### config.mk
export PLATFORM = sky130hd
export DESIGN_NAME = integer_to_ascii_converter
export DESIGN_NICKNAME = d
export VERILOG_FILES = /design/src/hw/rtl/i2a_pkg.sv /design/src/hw/rtl/i2a_ctrl.sv /design/src/hw/rtl/i2a_datapath.sv /design/src/hw/rtl/integer_to_ascii_converter.sv
export VERILOG_INCLUDE_DIRS = /design/src /design/src/hw/rtl
export SDC_FILE = /design/constraint.sdc
export NUM_CORES = 1
export LEC_CHECK = 0
export ABC_AREA = 1
export BUFFER_PORTS_ARGS = -buffer_cell sky130_fd_sc_hd__buf_2
export CAP_MARGIN = 10
export CELL_PAD_IN_SITES_DETAIL_PLACEMENT = 0
export CELL_PAD_IN_SITES_GLOBAL_PLACEMENT = 2
export CORE_ASPECT_RATIO = 1.4
export CORE_MARGIN = 1
export CORE_UTILIZATION = 39
export CTS_CLUSTER_SIZE = 28
export DETAILED_ROUTE_END_ITERATION = 12
export GPL_ROUTABILITY_DRIVEN = 1
export PLACE_DENSITY_LB_ADDON = 0.3
export SYNTH_ARGS = -nofsm -noshare
export SYNTH_HDL_FRONTEND = slang
export SYNTH_SLANG_ARGS = --single-unit
### constraint.sdc
create_clock -name clk -period 7.3 [get_ports clk]
set_input_delay 0.73 -clock clk [delete_from_list [all_inputs] [get_ports clk]]
set_output_delay 0.73 -clock clk [all_outputs]
set_load 0.1 [all_outputs]
### src/hw/rtl/integer_to_ascii_converter_defines.svh
// Assertion macros used by the converter's datapath module.
`ifndef INTEGER_TO_ASCII_CONVERTER_DEFINES_SVH
`define INTEGER_TO_ASCII_CONVERTER_DEFINES_SVH

// Consequent must hold in the same cycle as the antecedent.
`define I2A_ASSERT_IMP(name, ante, cons, msg) \
	name: assert property (@(posedge clk) disable iff (!arst_n) (ante) |-> (cons)) \
		else $error(msg);

// Consequent must hold in the cycle after the antecedent.
`define I2A_ASSERT_NXT(name, ante, cons, msg) \
	name: assert property (@(posedge clk) disable iff (!arst_n) (ante) |=> (cons)) \
		else $error(msg);

`endif

### src/hw/rtl/i2a_pkg.sv
package i2a_pkg;

	localparam logic [1:0] OP_SDEC = 2'd0;
	localparam logic [1:0] OP_UDEC = 2'd1;
	localparam logic [1:0] OP_HEXL = 2'd2;
	localparam logic [1:0] OP_HEXU = 2'd3;

	localparam logic [7:0] CHAR_ZERO  = 8'h30;
	localparam logic [7:0] CHAR_MINUS = 8'h2D;
	localparam logic [7:0] CHAR_LX    = 8'h78;
	localparam logic [7:0] CHAR_UX    = 8'h58;
	localparam logic [7:0] CHAR_LA    = 8'h61;
	localparam logic [7:0] CHAR_UA    = 8'h41;

	localparam logic [3:0] DEC_DIGITS = 4'd10;
	localparam logic [3:0] HEX_DIGITS = 4'd8;
	localparam logic [3:0] DEC_STEPS  = 4'd8;

	typedef enum logic [2:0] {
		ST_IDLE,
		ST_CONV,
		ST_SKIP,
		ST_SIGN,
		ST_PFX0,
		ST_PFXX,
		ST_DIGITS
	} state_t;

	typedef enum logic [1:0] {
		EMIT_MINUS,
		EMIT_ZERO,
		EMIT_X,
		EMIT_DIGIT
	} emit_sel_t;

	typedef struct packed {
		logic      load;
		logic      dabble;
		logic      skip;
		logic      emit_en;
		emit_sel_t emit_sel;
	} cmd_t;

	typedef struct packed {
		logic hex;
		logic neg;
		logic top_zero;
		logic cnt_one;
		logic step_last;
		logic slot_free;
	} stat_t;

	function automatic logic [7:0] digit_char(input logic [3:0] n, input logic upper);
		logic [7:0] c;
		if (n < 4'd10) begin
			c = CHAR_ZERO + {4'd0, n};
		end else begin
			c = (upper ? CHAR_UA : CHAR_LA) + {4'd0, n} - 8'd10;
		end
		return c;
	endfunction

	// Four shift-and-add-three steps of the binary to BCD conversion.
	function automatic logic [39:0] dabble4(input logic [39:0] bcd, input logic [3:0] bits);
		logic [39:0] b;
		logic [3:0]  bb;
		b  = bcd;
		bb = bits;
		for (int s = 0; s < 4; s++) begin
			for (int d = 0; d < 10; d++) begin
				if (b[d*4 +: 4] >= 4'd5) begin
					b[d*4 +: 4] = b[d*4 +: 4] + 4'd3;
				end
			end
			b  = {b[38:0], bb[3]};
			bb = {bb[2:0], 1'b0};
		end
		return b;
	endfunction

endpackage

### src/hw/rtl/i2a_ctrl.sv
module i2a_ctrl (
	input  logic          clk,
	input  logic          arst_n,
	input  logic          s_tvalid,
	output logic          s_tready,
	input  i2a_pkg::stat_t stat,
	output i2a_pkg::cmd_t  cmd
);

	i2a_pkg::state_t state_q, state_d;

	always_ff @(posedge clk or negedge arst_n) begin
		if (!arst_n) begin
			state_q <= i2a_pkg::ST_IDLE;
		end else begin
			state_q <= state_d;
		end
	end

	always_comb begin
		state_d      = state_q;
		s_tready     = 1'b0;
		cmd.load     = 1'b0;
		cmd.dabble   = 1'b0;
		cmd.skip     = 1'b0;
		cmd.emit_en  = 1'b0;
		cmd.emit_sel = i2a_pkg::EMIT_DIGIT;
		case (state_q)
			i2a_pkg::ST_IDLE: begin
				s_tready = 1'b1;
				if (s_tvalid) begin
					cmd.load = 1'b1;
				end
			end
			i2a_pkg::ST_CONV: begin
				cmd.dabble = 1'b1;
				if (stat.step_last) begin
					state_d = i2a_pkg::ST_SKIP;
				end
			end
			i2a_pkg::ST_SKIP: begin
				if (stat.top_zero && !stat.cnt_one) begin
					cmd.skip = 1'b1;
				end else if (stat.neg) begin
					state_d = i2a_pkg::ST_SIGN;
				end else begin
					state_d = i2a_pkg::ST_DIGITS;
				end
			end
			i2a_pkg::ST_SIGN: begin
				if (stat.slot_free) begin
					cmd.emit_en  = 1'b1;
					cmd.emit_sel = i2a_pkg::EMIT_MINUS;
					state_d      = i2a_pkg::ST_DIGITS;
				end
			end
			i2a_pkg::ST_PFX0: begin
				if (stat.slot_free) begin
					cmd.emit_en  = 1'b1;
					cmd.emit_sel = i2a_pkg::EMIT_ZERO;
					state_d      = i2a_pkg::ST_PFXX;
				end
			end
			i2a_pkg::ST_PFXX: begin
				if (stat.slot_free) begin
					cmd.emit_en  = 1'b1;
					cmd.emit_sel = i2a_pkg::EMIT_X;
					state_d      = i2a_pkg::ST_DIGITS;
				end
			end
			i2a_pkg::ST_DIGITS: begin
				if (stat.slot_free) begin
					cmd.emit_en  = 1'b1;
					cmd.emit_sel = i2a_pkg::EMIT_DIGIT;
					if (stat.cnt_one) begin
						state_d = i2a_pkg::ST_IDLE;
					end
				end
			end
			default: begin
				state_d = i2a_pkg::ST_IDLE;
			end
		endcase
		// The mode is only known in the datapath once the input is taken.
		if (state_q == i2a_pkg::ST_IDLE && s_tvalid) begin
			state_d = i2a_pkg::ST_CONV;
		end
		if (state_q == i2a_pkg::ST_PFX0 && !stat.hex) begin
			state_d = i2a_pkg::ST_CONV;
		end
		if (state_q == i2a_pkg::ST_CONV && stat.hex) begin
			cmd.dabble = 1'b0;
			state_d    = i2a_pkg::ST_PFX0;
		end
	end

endmodule

### src/hw/rtl/i2a_datapath.sv
`include "integer_to_ascii_converter_defines.svh"

module i2a_datapath (
	input  logic           clk,
	input  logic           arst_n,
	input  i2a_pkg::cmd_t  cmd,
	output i2a_pkg::stat_t stat,
	input  logic [31:0]    s_tdata,
	input  logic [1:0]     s_tuser,
	input  logic           m_tready,
	output logic           m_tvalid,
	output logic [7:0]     m_tdata,
	output logic           m_tlast
);

	logic        hex_q;
	logic        upper_q;
	logic        neg_q;
	logic [31:0] bin_q;
	logic [39:0] digits_q;
	logic [3:0]  cnt_q;
	logic [3:0]  step_q;
	logic        m_tvalid_q;
	logic [7:0]  m_tdata_q;
	logic        m_tlast_q;
	logic        in_neg;
	logic [3:0]  top;
	logic [7:0]  emit_char;

	assign in_neg = (s_tuser == i2a_pkg::OP_SDEC) && s_tdata[31];
	assign top    = digits_q[39:36];

	always_comb begin
		case (cmd.emit_sel)
			i2a_pkg::EMIT_MINUS: emit_char = i2a_pkg::CHAR_MINUS;
			i2a_pkg::EMIT_ZERO:  emit_char = i2a_pkg::CHAR_ZERO;
			i2a_pkg::EMIT_X:     emit_char = upper_q ? i2a_pkg::CHAR_UX : i2a_pkg::CHAR_LX;
			default:             emit_char = i2a_pkg::digit_char(top, upper_q);
		endcase
	end

	always_ff @(posedge clk or negedge arst_n) begin
		if (!arst_n) begin
			cnt_q  <= '0;
			step_q <= '0;
		end else if (cmd.load) begin
			if (s_tuser[1]) begin
				cnt_q  <= i2a_pkg::HEX_DIGITS;
				step_q <= '0;
			end else begin
				cnt_q  <= i2a_pkg::DEC_DIGITS;
				step_q <= i2a_pkg::DEC_STEPS;
			end
		end else begin
			if (cmd.dabble) begin
				step_q <= step_q - 4'd1;
			end
			if (cmd.skip || (cmd.emit_en && cmd.emit_sel == i2a_pkg::EMIT_DIGIT)) begin
				cnt_q <= cnt_q - 4'd1;
			end
		end
	end

	always_ff @(posedge clk) begin
		if (cmd.load) begin
			hex_q   <= s_tuser[1];
			upper_q <= (s_tuser == i2a_pkg::OP_HEXU);
			neg_q   <= in_neg;
			bin_q   <= in_neg ? (~s_tdata + 32'd1) : s_tdata;
			digits_q <= s_tuser[1] ? {s_tdata, 8'h00} : 40'd0;
		end else if (cmd.dabble) begin
			digits_q <= i2a_pkg::dabble4(digits_q, bin_q[31:28]);
			bin_q    <= {bin_q[27:0], 4'h0};
		end else if (cmd.skip || (cmd.emit_en && cmd.emit_sel == i2a_pkg::EMIT_DIGIT)) begin
			digits_q <= {digits_q[35:0], 4'h0};
		end
	end

	always_ff @(posedge clk or negedge arst_n) begin
		if (!arst_n) begin
			m_tvalid_q <= 1'b0;
		end else if (cmd.emit_en) begin
			m_tvalid_q <= 1'b1;
		end else if (m_tready) begin
			m_tvalid_q <= 1'b0;
		end
	end

	always_ff @(posedge clk) begin
		if (cmd.emit_en) begin
			m_tdata_q <= emit_char;
			m_tlast_q <= (cmd.emit_sel == i2a_pkg::EMIT_DIGIT) && (cnt_q == 4'd1);
		end
	end

	assign m_tvalid = m_tvalid_q;
	assign m_tdata  = m_tdata_q;
	assign m_tlast  = m_tlast_q;

	assign stat.hex       = hex_q;
	assign stat.neg       = neg_q;
	assign stat.top_zero  = (top == 4'd0);
	assign stat.cnt_one   = (cnt_q == 4'd1);
	assign stat.step_last = (step_q == 4'd1);
	assign stat.slot_free = !m_tvalid_q || m_tready;

	`I2A_ASSERT_IMP(a_no_overwrite, cmd.emit_en, !m_tvalid_q || m_tready, "character overwritten")
	`I2A_ASSERT_IMP(a_digit_left, cmd.emit_en && cmd.emit_sel == i2a_pkg::EMIT_DIGIT, cnt_q != 4'd0, "digit emitted with none left")
	`I2A_ASSERT_IMP(a_step_left, cmd.dabble, step_q != 4'd0, "conversion step beyond the last")
	`I2A_ASSERT_IMP(a_dec_digit, cmd.emit_en && cmd.emit_sel == i2a_pkg::EMIT_DIGIT && !hex_q, top < 4'd10, "decimal digit out of range")
	`I2A_ASSERT_NXT(a_hex_len, cmd.load && s_tuser[1], cnt_q == i2a_pkg::HEX_DIGITS, "hex digit count wrong")

endmodule

### src/hw/rtl/integer_to_ascii_converter.sv
// Hexadecimal: after acceptance the controller passes the conversion state, emits the prefix,
// then one character a cycle; ten characters per item.
// Decimal: DEC_STEPS steps of BCD conversion, then leading zeros are dropped,
// then one character a cycle, with a leading minus sign for a negative signed value.
// This rate holds while the output is never stalled; new input is taken only when idle.
// Reset clears the controller state, the output valid flag and the digit and step counters.
module integer_to_ascii_converter (
	input  logic        clk,
	input  logic        arst_n,
	input  logic        s_tvalid,
	output logic        s_tready,
	input  logic [31:0] s_tdata,  // value[31:0]
	input  logic [1:0]  s_tuser,  // op[1:0]
	output logic        m_tvalid,
	input  logic        m_tready,
	output logic [7:0]  m_tdata,  // char_code[7:0]
	output logic        m_tlast
);

	i2a_pkg::cmd_t  cmd;
	i2a_pkg::stat_t stat;

	i2a_ctrl u_ctrl (
		.clk      (clk),
		.arst_n   (arst_n),
		.s_tvalid (s_tvalid),
		.s_tready (s_tready),
		.stat     (stat),
		.cmd      (cmd)
	);

	i2a_datapath u_datapath (
		.clk      (clk),
		.arst_n   (arst_n),
		.cmd      (cmd),
		.stat     (stat),
		.s_tdata  (s_tdata),
		.s_tuser  (s_tuser),
		.m_tready (m_tready),
		.m_tvalid (m_tvalid),
		.m_tdata  (m_tdata),
		.m_tlast  (m_tlast)
	);

endmodule

==> summary.md <==
| Metric | Value |
|---|---|
| Status | `complete, no violations` |
| Routability Congestion | `0.822` |
| Die height | `187 um` |
| Post-Syn Instances | `roughly 1,400` |
| Top cells by area, synth | `edfxtp_1 (26%), nand2_1 (15%), inv_1 (8.5%)` |
| Num CTS Buffers | `9` |
| CP delay by family, top | `simple AND/OR/NAND/NOR gates` |
| Worst Path Buf+Inv | `4` |
| Die area | `between 20,000 and 30,000 um^2` |
| Share of cells above drive strength 1 | `17.2%` |
| Setup-failing EPs final | `0` |
| Sequential fraction of the synthesis area | `29.3%` |
| Fraction of registers with async set/reset | `12.6%` |
| CTS tree | `done` |
| CP most frequent cell | `nand2_1` |
| IO buf count | `47` |
| Placed cell area | `10,100 um^2` |
| Post-synthesis cell type count | `51` |
| Vias in the first global route | `8,517` |
| Clk buf depth | `2` |
| GRT Util Overall | `20.3%` |
| DRT iter0 DRCs | `494` |
| Fin Setup TNS | `0 ns` |
| Critical path capture point type | `flop` |
| Max-Slew Margin vs Limit | `27.2%` |
| DP Wirelength | `19,300 um` |
| Adder-Cell Fraction of Synth Area | `6.70%` |
| Final nets | `1,489` |
| Pin count of the biggest net entering global routing | `66` |
| Ant diodes | `0` |
| Post-CTS Hold Buffers | `0` |
| CP Launch Type | `flop` |
| Largest family of logic cells by synthesized area | `simple AND/OR/NAND/NOR gates` |
| Top-area cell type share of the netlist area | `26.2%` |
| Area leader, netlist | `edfxtp_1` |
| Router iterations before antenna repair | `5` |
| Setup Buffers After CTS | `0` |
| Setup Skew | `0.0176 ns` |
| Antenna viol nets, final | `0` |
| Clk root buf | `clkbuf_16` |
| DIE WIDTH | `134 um` |
| Slew @ Worst Pin | `between 1 and 1.5 ns` |
| RSZ-0062 raised after global routing | `no` |
| Data arrival time of the worst path | `around 3.6 ns` |
| Syn_nets | `1,452` |
| Slowest stage cell, crit path | `edfxtp_1` |
| Main synth FF type | `edfxtp_1` |
| Gr ovfl total | `0` |
| Clock Pin Slew Worst Setup and Hold Paths | `0.08 ns` |
| Yosys warns | `0` |
| PnR worst setup slack | `3.79 ns` |
| Vias | `8,918` |
| Fmax | `0.285 GHz` |
| Final number of max-transition violations | `0` |
| # resized after CTS | `0` |
| Max-cap violations | `0` |
| Simple-Gate Fraction of Synth Area | `roughly two fifths` |
| Fin cells | `between 1,500 and 2,000` |
| DRC errors left | `0` |
| Initial core utilization | `between 30% and 40%` |
| Initial antenna violation count | `0` |
| H-tree levels | `3` |
| Total Routed Length | `25,100 um` |
| Worst Path Required | `7.42 ns` |
| Yosys reg bits | `95` |
| Worst hold path class | `primary input to async pin` |
| Synthesized-area fraction occupied by xor and xnor cells | `0.814%` |
| Final Cycle Share | `48.1%` |
| Area growth, synth to finish | `9.00%` |
| Clk Latency, worst-skew pair | `approximately 0.36 ns` |
| Final hold violation count | `0` |
| Fill cells | `2,580` |
| Synth Area in Compound Gates | `between 10 and 15%` |
| Wire length per cell | `approximately 15 um` |
| FP Rows | `67` |
| Placed Cells | `1,699` |
| Clock sink count | `95` |
| Kind of critical path | `flop to flop` |
| CP max FO | `6` |
| Fin crit period | `3.51 ns` |
| First-pass GRT wire length | `40,800 um` |
| Synth top cells by count | `nand2_1 (370), inv_1 (215), nand3_1 (130), edfxtp_1 (83), nand2_2 (81)` |
| Worst path max stage delay | `0.46 ns` |
| Post-synthesis mux area share | `0%` |
| Final Cell Area | `10,400 um^2` |
| Top Ports | `49` |
| Synth Cell Area | `around 9500 um^2` |
| Most numerous cell in the Yosys netlist | `nand2_1` |
| Number of flops mapped to enable cells by yosys | `83` |
| Core footprint | `24,000 um^2` |
| Synthesized area per cell | `6.99 um^2` |
| Place WS | `3.80 ns` |
| Vias per cell | `5.20` |
==> cell usage in the layout (no fill, tap or decap), types with 3 or more instances in the layout <==
cell type,instances
nor2_2,4
dfrtp_1,12
clkbuf_16,9
a31o_2,3
nand3_1,130
nor3_1,7
inv_2,13
o22ai_1,16
nand2_4,16
inv_1,215
nor2_1,56
and2_1,4
and2_4,3
o21bai_1,18
o21ai_1,7
nand2_1,368
nand3_2,38
nand3b_1,8
o311ai_0,3
o21ai_2,3
a21oi_1,27
xor2_1,6
nor3_2,3
buf_4,5
o21ai_0,37
a21o_1,4
o211ai_1,16
nand2_2,83
ha_1,51
buf_2,47
nand4_1,62
o32ai_1,14
edfxtp_1,83
o31ai_1,3
==> final cells by class <==
cell class	count	area [um^2]	share of cell area, %
Timing Repair Buffer	52	273	2.63
Clock inverter	5	38.8	0.374
Clock buffer	11	243	2.34
Inverter	228	856	8.24
Sequential cell	95	2790	26.9
Multi-Input combinational cell	1014	5790	55.8
Tap cell	310	388	3.74
==> through the flow <==
stage          utilization (%)  hold slack, ns
2_1_floorplan                -           0.434
3_3_place_gp              42.1           0.482
3_5_place_dp              42.1           0.490
4_1_cts                   43.3           0.249
5_1_grt                   43.3           0.252
6_report                  43.3           0.234
==> state kept, by name (all words and copies together), names as in the netlist <==
name and flops:
u_datapath.neg_q 1, u_ctrl.state_q 3, u_datapath.cnt_q 4, u_datapath.m_tlast 1, u_datapath.bin_q 32, u_datapath.hex_q 1, u_datapath.upper_q 1, u_datapath.m_tdata 7
u_datapath.m_tvalid 1, u_datapath.digits_q 40, u_datapath.step_q 4
==> cell families (layout without fill, tap and decap cells) <==
family                     count (synthesis)  count (layout)
xor gates and xnor gates                   8               8
AOI/OAI and AO/OA                        164             164
DFF                                       95              95
buffers and inverters                    254             296
other                                      1               1
and+or+nand+nor                          790             790
adders and majority gates                 51              51
==> routing by layer <==
| layer | global-route usage [%] | routed length [um] | part of all wire [%] | vias up |
|---|---|---|---|---|
| met1 | 22.4 | 10100 | 40 | 4145 |
| li1 | - | - | - | 4638 |
| met4 | 6.87 | 495 | 2.0 | 0 |
| met5 | 0 | 0 | 0 | - |
| met2 | 40.0 | 13900 | 55 | 110 |
| met3 | 1.57 | 563 | 2.2 | 25 |
==> path summary, 6_finish.rpt <==
check,from,cells after the start,slack [ns],end
min in group clk,u_datapath.cnt_q[0],1,0.51,u_datapath.cnt_q[0]
hold / removal,arst_n,1,0.23,u_datapath.m_tvalid
setup / recovery,u_datapath.digits_q[32],26,3.79,u_datapath.digits_q[37]
max in group asynchronous,arst_n,1,6.84,u_ctrl.state_q[0]
setup reg to reg,u_datapath.digits_q[32],26,3.79,u_datapath.digits_q[37]
hold reg to reg,u_datapath.cnt_q[0],1,0.51,u_datapath.cnt_q[0]
Power is left out: the tool's default activity adds up to more than one toggle a clock period on the data nets, which glitch-free logic cannot reach.
